$ cat src/hdl/fpc_pkg.sv
`default_nettype none

package fpc_pkg;

  localparam int SAMPLE_BITS = 12;
  localparam int FRAC_BITS   = 16;
  localparam int LEVEL_W     = SAMPLE_BITS + FRAC_BITS;

  localparam int ALPHA_W     = 17;
  localparam logic [ALPHA_W-1:0] ALPHA_ONE   = ALPHA_W'(65536);
  localparam logic [ALPHA_W-1:0] ALPHA_RESET = ALPHA_W'(9830);

  localparam logic [SAMPLE_BITS-1:0] SAMPLE_MAX    = {SAMPLE_BITS{1'b1}};
  localparam logic [SAMPLE_BITS-1:0] CENTER_RESET  = SAMPLE_BITS'((2 ** SAMPLE_BITS - 1) / 2);
  localparam logic [SAMPLE_BITS-1:0] DEAD_RESET    = SAMPLE_BITS'(80);
  localparam logic [1:0]             RANGE_RESET   = 2'd1;

  localparam int POS_W       = 16;
  localparam int POS_FRAC    = 14;
  localparam int MAG_W       = POS_FRAC + 1;
  localparam int PITCH_W     = 15;
  localparam int RANGE_W     = 13;
  localparam int PITCH_MAG_W = 29;

  // Configuration port.
  localparam int CFG_INDEX_W = 3;
  localparam int CFG_DATA_W  = ALPHA_W;

  localparam logic [CFG_INDEX_W-1:0] REG_EMA_WEIGHT   = 3'd0;
  localparam logic [CFG_INDEX_W-1:0] REG_RAW_MIN      = 3'd1;
  localparam logic [CFG_INDEX_W-1:0] REG_RAW_MAX      = 3'd2;
  localparam logic [CFG_INDEX_W-1:0] REG_CENTER_CAL   = 3'd3;
  localparam logic [CFG_INDEX_W-1:0] REG_DEADBAND     = 3'd4;
  localparam logic [CFG_INDEX_W-1:0] REG_INVERTED     = 3'd5;
  localparam logic [CFG_INDEX_W-1:0] REG_RANGE_SELECT = 3'd6;

  localparam logic [1:0] RANGE_4PCT  = 2'd0;
  localparam logic [1:0] RANGE_8PCT  = 2'd1;
  localparam logic [1:0] RANGE_16PCT = 2'd2;
  localparam logic [1:0] RANGE_50PCT = 2'd3;

  typedef struct packed {
    logic [SAMPLE_BITS-1:0] sample;
    logic                   bend_enable;
  } in_word_t;

  typedef struct packed {
    logic signed [PITCH_W-1:0] pitch_offset;
    logic signed [POS_W-1:0]   slider_position;
    logic                      at_center;
  } out_word_t;

  // Full-scale pitch in hundredths of a percent for each range code.
  function automatic logic [RANGE_W-1:0] range_hundredths(input logic [1:0] sel);
    logic [RANGE_W-1:0] r;
    case (sel)
      RANGE_4PCT:  r = RANGE_W'(400);
      RANGE_8PCT:  r = RANGE_W'(800);
      RANGE_16PCT: r = RANGE_W'(1600);
      RANGE_50PCT: r = RANGE_W'(5000);
      default:     r = RANGE_W'(800);
    endcase
    return r;
  endfunction

endpackage

`default_nettype wire

$ cat src/hdl/fader_position_conditioner_unit.sv
// Channel  Signals                         Direction  Payload
// input    in_valid / in_ready / in_data    in         fpc_pkg::in_word_t
// output   out_valid / out_ready / out_data out        fpc_pkg::out_word_t
// config   cfg_write / cfg_index / cfg_data in         register write, no read-back
//
// A word passes from acceptance through the filter multiply and accumulate, the
// dead-zone test, a 15-step restoring divider for the position, then the pitch multiply.
// The next word is taken in the cycle after the result loads.
// A word in the dead zone skips the divider setup and the divider; a saturated one skips the divider.
// Synchronous reset restores registers and the filter level to the center value.
// A finished word waits in the output register; a stalled output holds the last
// step until the register frees, and in_ready stays low while a word is in work.
`default_nettype none

module fader_position_conditioner_unit (
  input  wire logic                                clk,
  input  wire logic                                rst,
  input  wire logic                                in_valid,
  output logic                                     in_ready,
  input  wire fpc_pkg::in_word_t                   in_data,
  output logic                                     out_valid,
  input  wire logic                                out_ready,
  output fpc_pkg::out_word_t                       out_data,
  input  wire logic                                cfg_write,
  input  wire logic [fpc_pkg::CFG_INDEX_W-1:0]     cfg_index,
  input  wire logic [fpc_pkg::CFG_DATA_W-1:0]      cfg_data
);

  localparam int SB      = fpc_pkg::SAMPLE_BITS;
  localparam int FB      = fpc_pkg::FRAC_BITS;
  localparam int LW      = fpc_pkg::LEVEL_W;
  localparam int AW      = fpc_pkg::ALPHA_W;
  localparam int MB_W    = LW + 1;
  localparam int PROD_W  = AW + 1 + MB_W;
  localparam int DW      = LW + 3;
  localparam int X_W     = LW + 1;
  localparam int MAG_W   = fpc_pkg::MAG_W;
  localparam int POS_W   = fpc_pkg::POS_W;
  localparam int PW      = fpc_pkg::PITCH_W;
  localparam int PM_W    = fpc_pkg::PITCH_MAG_W;
  localparam int CNT_W   = $clog2(MAG_W);
  localparam int SPAN_W  = SB + 3;
  localparam logic [CNT_W-1:0] LAST_STEP = CNT_W'(MAG_W - 1);
  localparam logic [MAG_W-1:0] MAG_ONE   = MAG_W'(2 ** fpc_pkg::POS_FRAC);

  localparam logic [3:0] S_IDLE  = 4'd0;
  localparam logic [3:0] S_FILT  = 4'd1;
  localparam logic [3:0] S_LEVEL = 4'd2;
  localparam logic [3:0] S_POS   = 4'd3;
  localparam logic [3:0] S_SETUP = 4'd4;
  localparam logic [3:0] S_DIV   = 4'd5;
  localparam logic [3:0] S_MAG   = 4'd6;
  localparam logic [3:0] S_PMUL  = 4'd7;
  localparam logic [3:0] S_PITCH = 4'd8;

  // Configuration registers.
  logic [AW-1:0] ema_weight;
  logic [SB-1:0] raw_min;
  logic [SB-1:0] raw_max;
  logic [SB-1:0] center_cal;
  logic [SB-1:0] deadband;
  logic          inverted;
  logic [1:0]    range_select;

  // State carried between words.
  logic [LW-1:0]           level;
  logic signed [POS_W-1:0] last_position;
  logic                    bend_active;
  logic signed [POS_W-1:0] bend_base;

  // Per-word working registers.
  logic [3:0]               state;
  logic [SB-1:0]            smp;
  logic signed [PROD_W-1:0] prod;
  logic                     centered;
  logic                     below;
  logic [LW-1:0]            num;
  logic [SB-1:0]            span;
  logic [X_W-1:0]           rem;
  logic [X_W-1:0]           dv;
  logic [MAG_W-1:0]         quot;
  logic                     sat;
  logic [CNT_W-1:0]         step;

  // Shared multiplier.
  logic [AW-1:0]            alpha_eff;
  logic signed [MB_W-1:0]   filt_diff;
  logic signed [POS_W:0]    pitch_diff;
  logic [AW-1:0]            mul_a;
  logic signed [MB_W-1:0]   mul_b;
  logic signed [PROD_W-1:0] mul_p;

  always_comb begin
    alpha_eff  = (ema_weight > fpc_pkg::ALPHA_ONE) ? fpc_pkg::ALPHA_ONE : ema_weight;
    filt_diff  = $signed({1'b0, smp, {FB{1'b0}}}) - $signed({1'b0, level});
    pitch_diff = $signed({last_position[POS_W-1], last_position})
               - (bend_active ? $signed({bend_base[POS_W-1], bend_base})
                              : $signed({(POS_W+1){1'b0}}));
    if (state == S_FILT) begin
      mul_a = alpha_eff;
      mul_b = filt_diff;
    end else begin
      mul_a = AW'(fpc_pkg::range_hundredths(range_select));
      mul_b = MB_W'(pitch_diff);
    end
    mul_p = $signed({1'b0, mul_a}) * mul_b;
  end

  // Filter update: level + round(alpha * (sample - level)).
  logic signed [PROD_W-1:0] prod_rnd;
  logic [LW-1:0]            level_next;
  always_comb begin
    prod_rnd   = (prod + $signed(PROD_W'(2 ** (FB - 1)))) >>> FB;
    level_next = level + prod_rnd[LW-1:0];
  end

  // Dead-zone edges and spans.
  logic signed [DW-1:0]     lvl_s;
  logic signed [DW-1:0]     lo_edge;
  logic signed [DW-1:0]     hi_edge;
  logic signed [DW-1:0]     dist_lo;
  logic signed [DW-1:0]     dist_hi;
  logic signed [SPAN_W-1:0] span_lo;
  logic signed [SPAN_W-1:0] span_hi;
  logic signed [SPAN_W-1:0] span_sel;
  always_comb begin
    lvl_s    = $signed(DW'(level));
    lo_edge  = ($signed(DW'(center_cal)) - $signed(DW'(deadband))) <<< FB;
    hi_edge  = ($signed(DW'(center_cal)) + $signed(DW'(deadband))) <<< FB;
    dist_lo  = lo_edge - lvl_s;
    dist_hi  = lvl_s - hi_edge;
    span_lo  = $signed(SPAN_W'(center_cal)) - $signed(SPAN_W'(deadband))
             - $signed(SPAN_W'(raw_min));
    span_hi  = $signed(SPAN_W'(raw_max)) - $signed(SPAN_W'(center_cal))
             - $signed(SPAN_W'(deadband));
    span_sel = (dist_lo > 0) ? span_lo : span_hi;
  end

  // Divider setup: magnitude = floor((num + 2*span) / (4*span)).
  logic [X_W-1:0] div_x;
  logic [X_W-1:0] div_d;
  always_comb begin
    div_x = X_W'(num) + X_W'({span, 1'b0});
    div_d = X_W'({span, 2'b00});
  end

  logic [MAG_W-1:0]        mag;
  logic signed [POS_W-1:0] pos_calc;
  always_comb begin
    if (sat || quot > MAG_ONE) begin
      mag = MAG_ONE;
    end else if (quot == '0) begin
      mag = MAG_W'(1);
    end else begin
      mag = quot;
    end
    if (centered) begin
      pos_calc = '0;
    end else if (below ^ inverted) begin
      pos_calc = -$signed(POS_W'(mag));
    end else begin
      pos_calc = $signed(POS_W'(mag));
    end
  end

  // Pitch rounding, ties away from zero.
  logic [PM_W-1:0] pm_abs;
  logic [PM_W-1:0] pm_rnd;
  logic [PW-1:0]   pitch_mag;
  logic [PW-1:0]   pitch_val;
  always_comb begin
    pm_abs    = prod[PROD_W-1] ? PM_W'(-prod) : PM_W'(prod);
    pm_rnd    = pm_abs + PM_W'(2 ** (fpc_pkg::POS_FRAC - 1));
    pitch_mag = PW'(pm_rnd >> fpc_pkg::POS_FRAC);
    pitch_val = prod[PROD_W-1] ? -pitch_mag : pitch_mag;
  end

  logic out_free;
  assign out_free = !out_valid || out_ready;
  assign in_ready = (state == S_IDLE);

  always_ff @(posedge clk) begin
    if (rst) begin
      ema_weight   <= fpc_pkg::ALPHA_RESET;
      raw_min      <= '0;
      raw_max      <= fpc_pkg::SAMPLE_MAX;
      center_cal   <= fpc_pkg::CENTER_RESET;
      deadband     <= fpc_pkg::DEAD_RESET;
      inverted     <= 1'b0;
      range_select <= fpc_pkg::RANGE_RESET;
    end else if (cfg_write) begin
      case (cfg_index)
        fpc_pkg::REG_EMA_WEIGHT:   ema_weight   <= cfg_data;
        fpc_pkg::REG_RAW_MIN:      raw_min      <= cfg_data[SB-1:0];
        fpc_pkg::REG_RAW_MAX:      raw_max      <= cfg_data[SB-1:0];
        fpc_pkg::REG_CENTER_CAL:   center_cal   <= cfg_data[SB-1:0];
        fpc_pkg::REG_DEADBAND:     deadband     <= cfg_data[SB-1:0];
        fpc_pkg::REG_INVERTED:     inverted     <= cfg_data[0];
        fpc_pkg::REG_RANGE_SELECT: range_select <= cfg_data[1:0];
        default: ;
      endcase
    end
  end

  always_ff @(posedge clk) begin
    if (rst) begin
      state         <= S_IDLE;
      level         <= {fpc_pkg::CENTER_RESET, {FB{1'b0}}};
      last_position <= '0;
      bend_active   <= 1'b0;
      bend_base     <= '0;
      out_valid     <= 1'b0;
    end else begin
      // In the final step the output register is reloaded instead.
      if (out_valid && out_ready && state != S_PITCH) begin
        out_valid <= 1'b0;
      end
      case (state)
        S_IDLE: begin
          if (in_valid) begin
            smp <= in_data.sample;
            // The bend reference is the position of the previous word.
            if (in_data.bend_enable && !bend_active) begin
              bend_base <= last_position;
            end
            bend_active <= in_data.bend_enable;
            state       <= S_FILT;
          end
        end
        S_FILT: begin
          prod  <= mul_p;
          state <= S_LEVEL;
        end
        S_LEVEL: begin
          level <= level_next;
          state <= S_POS;
        end
        S_POS: begin
          below    <= dist_lo > 0;
          centered <= !(dist_lo > 0) && !(dist_hi > 0);
          num      <= (dist_lo > 0) ? LW'(dist_lo) : LW'(dist_hi);
          span     <= (span_sel > 0) ? SB'(span_sel) : SB'(1);
          if (!(dist_lo > 0) && !(dist_hi > 0)) begin
            state <= S_MAG;
          end else begin
            state <= S_SETUP;
          end
        end
        S_SETUP: begin
          rem   <= div_x;
          dv    <= div_d << (MAG_W - 1);
          quot  <= '0;
          step  <= '0;
          // Quotient too wide for the divider saturates to full scale.
          sat   <= (div_x >= (div_d << MAG_W));
          state <= (div_x >= (div_d << MAG_W)) ? S_MAG : S_DIV;
        end
        S_DIV: begin
          if (rem >= dv) begin
            rem  <= rem - dv;
            quot <= {quot[MAG_W-2:0], 1'b1};
          end else begin
            quot <= {quot[MAG_W-2:0], 1'b0};
          end
          dv   <= dv >> 1;
          step <= step + CNT_W'(1);
          if (step == LAST_STEP) begin
            state <= S_MAG;
          end
        end
        S_MAG: begin
          last_position <= pos_calc;
          state         <= S_PMUL;
        end
        S_PMUL: begin
          prod  <= mul_p;
          state <= S_PITCH;
        end
        S_PITCH: begin
          if (out_free) begin
            out_data.pitch_offset    <= $signed(pitch_val);
            out_data.slider_position <= last_position;
            out_data.at_center       <= centered;
            out_valid                <= 1'b1;
            state                    <= S_IDLE;
          end
        end
        default: state <= S_IDLE;
      endcase
      if (state == S_POS) begin
        sat <= 1'b0;
      end
    end
  end

endmodule

`default_nettype wire
$ cat config.mk
export PLATFORM = sky130hd
export DESIGN_NAME = fader_position_conditioner_unit
export DESIGN_NICKNAME = d
export VERILOG_FILES = /design/src/hdl/fpc_pkg.sv /design/src/hdl/fader_position_conditioner_unit.sv
export SDC_FILE = /design/constraint.sdc
export NUM_CORES = 2
export LEC_CHECK = 0
export BUFFER_PORTS_ARGS = -buffer_cell sky130_fd_sc_hd__buf_2
export CAP_MARGIN = 0
export CORE_ASPECT_RATIO = 1.1
export CORE_MARGIN = 10
export CORE_UTILIZATION = 45
export CTS_CLUSTER_DIAMETER = 40
export DETAILED_ROUTE_END_ITERATION = 10
export HOLD_SLACK_MARGIN = 0.08
export SLEW_MARGIN = 30
export SYNTH_ARGS = -nofsm -noshare
export SYNTH_HDL_FRONTEND = slang
export SYNTH_SLANG_ARGS = --single-unit
export TNS_END_PERCENT = 100
$ cat constraint.sdc
create_clock -name clk -period 9.8 [get_ports clk]
set_input_delay 1.96 -clock clk [delete_from_list [all_inputs] [get_ports clk]]
set_output_delay 1.96 -clock clk [all_outputs]
set_load 0.02 [all_outputs]
==> out/results.ini <==
[placed_design]
dpl_worst_slack_ns = -0.0265
place.detailed.hpwl_um = 102000
gp_routability_congestion = 0.960
placed_cell_area_um2 = 44000
io_buffer_count = 71

[logic_synthesis]
syn_inst = 4870
ys_async_sr_fraction_pct = 0
synth.avg_cell_area_um2 = 8.58
synth-edff-count = 208
mappedNetlistArea_um2 = 41800
postSynthRegisterBits = 342
netlist.top_cell.by_area = fa_1
ys_warn_count = 0
syn-num-nets = 5710
dominantRegCellSynth = edfxtp_1
synth-seq-area-share_pct = 21.4
synthDistinctLibCells = 85
synth.top_cells.by_area = fa_1 23%, edfxtp_1 15%, ha_1 9.5%, inv_1 7.0%, dfxtp_1 6.4%
synth_top_area_share_pct = 23.3

[clock_tree]
tritoncts = done
cts_made_buffers = 61
cts.sinks = 342
root_buffer = clkbuf_16
clkSlewWorstSetupHoldPaths_ns = 0.06
max_h_tree_level = 2
clk-insertion-delay-late_ns = 0.63
number_of_buffers_on_the_longest_clock_path = 3

[die]
initial_core_util_pct = 45.3
floorplan.die_area_um2 = 106000
std_cell_rows = 117
ioPinCount = 72
fp.dieW_um = 311
design.core.area_um2 = 92400
die_height_um = 340

[sta]
clock_skew_ns = 0.0172
layout_setup_ws_ns = 0.488
fmaxAchievable_mhz = 107
final.period_utilization_pct = 95.0
max_slew.worst_pin.slew_ns = 1.04
slew-limit-headroom_pct = 30.2
timing_max_transition_violations_final = 0
hold_viol = 0
post_layout_min_period_ns = 9.31
report.final.setup_viol = 0

[grt]
grt_remaining_overflow = 0
first_global_vias = 33900
largest_net_degree_at_the_start_of_global_routing = 75
antenna_violations_before_repair = 0
grt_pass1_wl_um = 196000
grt.total_usage_pct = 23.4

[drt]
num_vias = 34200
post-route-drc-count = 0
route.antenna.remaining_nets = 0
drt_wl_total_um = 125000
wire_per_inst_um = 20.1
drt-pass1-iter-count = 6
detail_route.iter0.violations = 2609
avgViaCountPerCell = 5.47

[setup_path]
critical_path.startpoint_type = register
critical_path_depth = 36
cp_common_cell = fa_1
worst_path_max_delay_cell = fa_1
timing.rr.start = bend_active
setup.worst_path.class = reg2reg
critPathTopFamily = adder cells
critPathCaptureType = register
worstPathRequired_ns = 10.17
crit_start = bend_active
worst-endpoint-arrival_ns = 9.69
rrSetupSlack_ns = 0.49
crit_path_max_incr_delay_ns = 0.54
ff_to_ff_path_depth = 36
crit_fanout = 15
path_buf_inv = 8

[hold_path]
hold_path.class = reg2reg
hold_start = bend_base[12]
timing.hold.worst_path_depth = 2

[final_layout]
insertedDiodeCount = 0
finalNetCount = 5787
design_area_um2 = 46200
flow.area_growth_from_synthesis_pct = 10.5
final_layout_size_suffix_gt1_share_pct = 7.72

[pwr]
power_per_cell_area_nw_per_um2 = 168
leak_pwr_nw = 21.1
vdd.ir_drop.worst_v = 0.000142

[run_status]
run_status = completed

[job]
drv.max_cap_violation_count = 0

-- what timing repair did --
| action | 4_1_cts | 5_1_grt |
|---|---|---|
| endpoints found under the setup margin | 3 | 14 |
| resized for setup | 1 | 21 |
| pin swaps | 1 | 4 |
| buffers inserted | 1 | 0 |
| cloned | 0 | 0 |
| hold buffers | 0 | 0 |
| endpoints found under the hold margin | 0 | 0 |
-- kinds of logic (layout without fill, tap and decap cells) --
logic type,Yosys count,in the layout,share of synthesized area [%]
compound gates,834,834,12.8
fa+ha+maj,802,802,32.7
buf+inv,948,1078,8.57
mux,28,28,0.706
simple gates,1624,1624,17.7
flops,342,342,21.4
xor+xnor,292,292,6.15
-- per-layer routing --
| metal | vias to the layer above | track usage, % | wire [um] |
|---|---|---|---|
| met5 | - | 0 | 0 |
| met4 | 0 | 8.87 | 5210 |
| met3 | 274 | 3.02 | 8130 |
| met2 | 1142 | 39.6 | 60000 |
| met1 | 16600 | 30.3 | 52100 |
| li1 | 16200 | - | - |
-- worst paths after layout --
kind,to
worst max-delay path,prod[43]
worst max register to register,prod[43]
worst min register to register,bend_base[12]
worst min-delay path,bend_base[12]
-- through the flow --
| step | hold slack, ns | utilization [%] | TNS [ns] | cells | total power, W |
|---|---|---|---|---|---|
| after floorplan | 0.431 | - | 0 | 4870 | 0.00455 |
| after global placement | 0.442 | 47.6 | -0.000485 | 6131 | 0.00559 |
| after detailed placement | 0.446 | 47.7 | -0.0268 | 6132 | 0.00563 |
| after CTS | 0.454 | 49.9 | 0 | 6249 | 0.00777 |
| after global routing | 0.478 | 50.0 | -0.00977 | 6249 | 0.00833 |
| final | 0.454 | 50.0 | 0 | 6249 | 0.00775 |
-- where the power goes --
part	switching [W]	internal, W
registers	0.0000803	0.00170
clock network	0.000821	0.00128
logic	0.00238	0.00149
total	0.00328	0.00447
-- cell type report --
type,count,area [um^2]
clock inverter,47,465
tap,1249,1560
sequential,342,8930
timing repair buffer,183,1210
multi-input combinational,3580,29500
clock buffer,69,1580
fill,8863,46200
inverter,779,2930
-- cells in the final DEF (no fill, tap or decap), drive strengths merged, types with 158 or more instances in the layout --
master	netlist	routed
a21oi	275	275
nor2	542	542
inv	778	793
o21ai	158	158
nand2	544	544
xnor2	183	183
edfxtp	208	208
fa	486	486
ha	316	316
buf	20	183
-- flip-flops by register name, summed over array words and instances, names as in the netlist, 12 cells and up --
register	count
level	28
raw_max	12
num	28
quot	15
bend_base	16
dv	28
prod	45
smp	12
deadband	12
ema_weight	17
raw_min	12
last_position	16
out_data	32
span	12
center_cal	12
rem	29
-- tightest hold or removal path: stages, from the launching register on --
cell and delay [ns]:
dfxtp_1 0.30, nand2_1 0.05, a21oi_1 0.05
-- Yosys cell counts (11+ instances only) --
| library cell | number |
|---|---|
| a211oi_1 | 24 |
| a21boi_0 | 18 |
| a21o_1 | 75 |
| a21oi_1 | 275 |
| a22oi_1 | 21 |
| a31oi_1 | 29 |
| and2_1 | 47 |
| and3_1 | 41 |
| clkbuf_1 | 149 |
| dfxtp_1 | 134 |
| edfxtp_1 | 208 |
| fa_1 | 486 |
| ha_1 | 316 |
| inv_1 | 777 |
| mux2i_1 | 19 |
| nand2_1 | 544 |
| nand2b_1 | 52 |
| nand3_1 | 87 |
| nand4_1 | 42 |
| nor2_1 | 542 |
| nor2b_1 | 45 |
| nor3_1 | 79 |
| nor3b_1 | 16 |
| nor4_1 | 22 |
| o211ai_1 | 36 |
| o21a_1 | 41 |
| o21ai_0 | 152 |
| o21bai_1 | 15 |
| o31ai_1 | 15 |
| o41ai_1 | 11 |
| or2_2 | 25 |
| or3_1 | 36 |
| or4_1 | 12 |
| xnor2_1 | 183 |
| xor2_1 | 108 |
(Power assumes the default switching activity.)
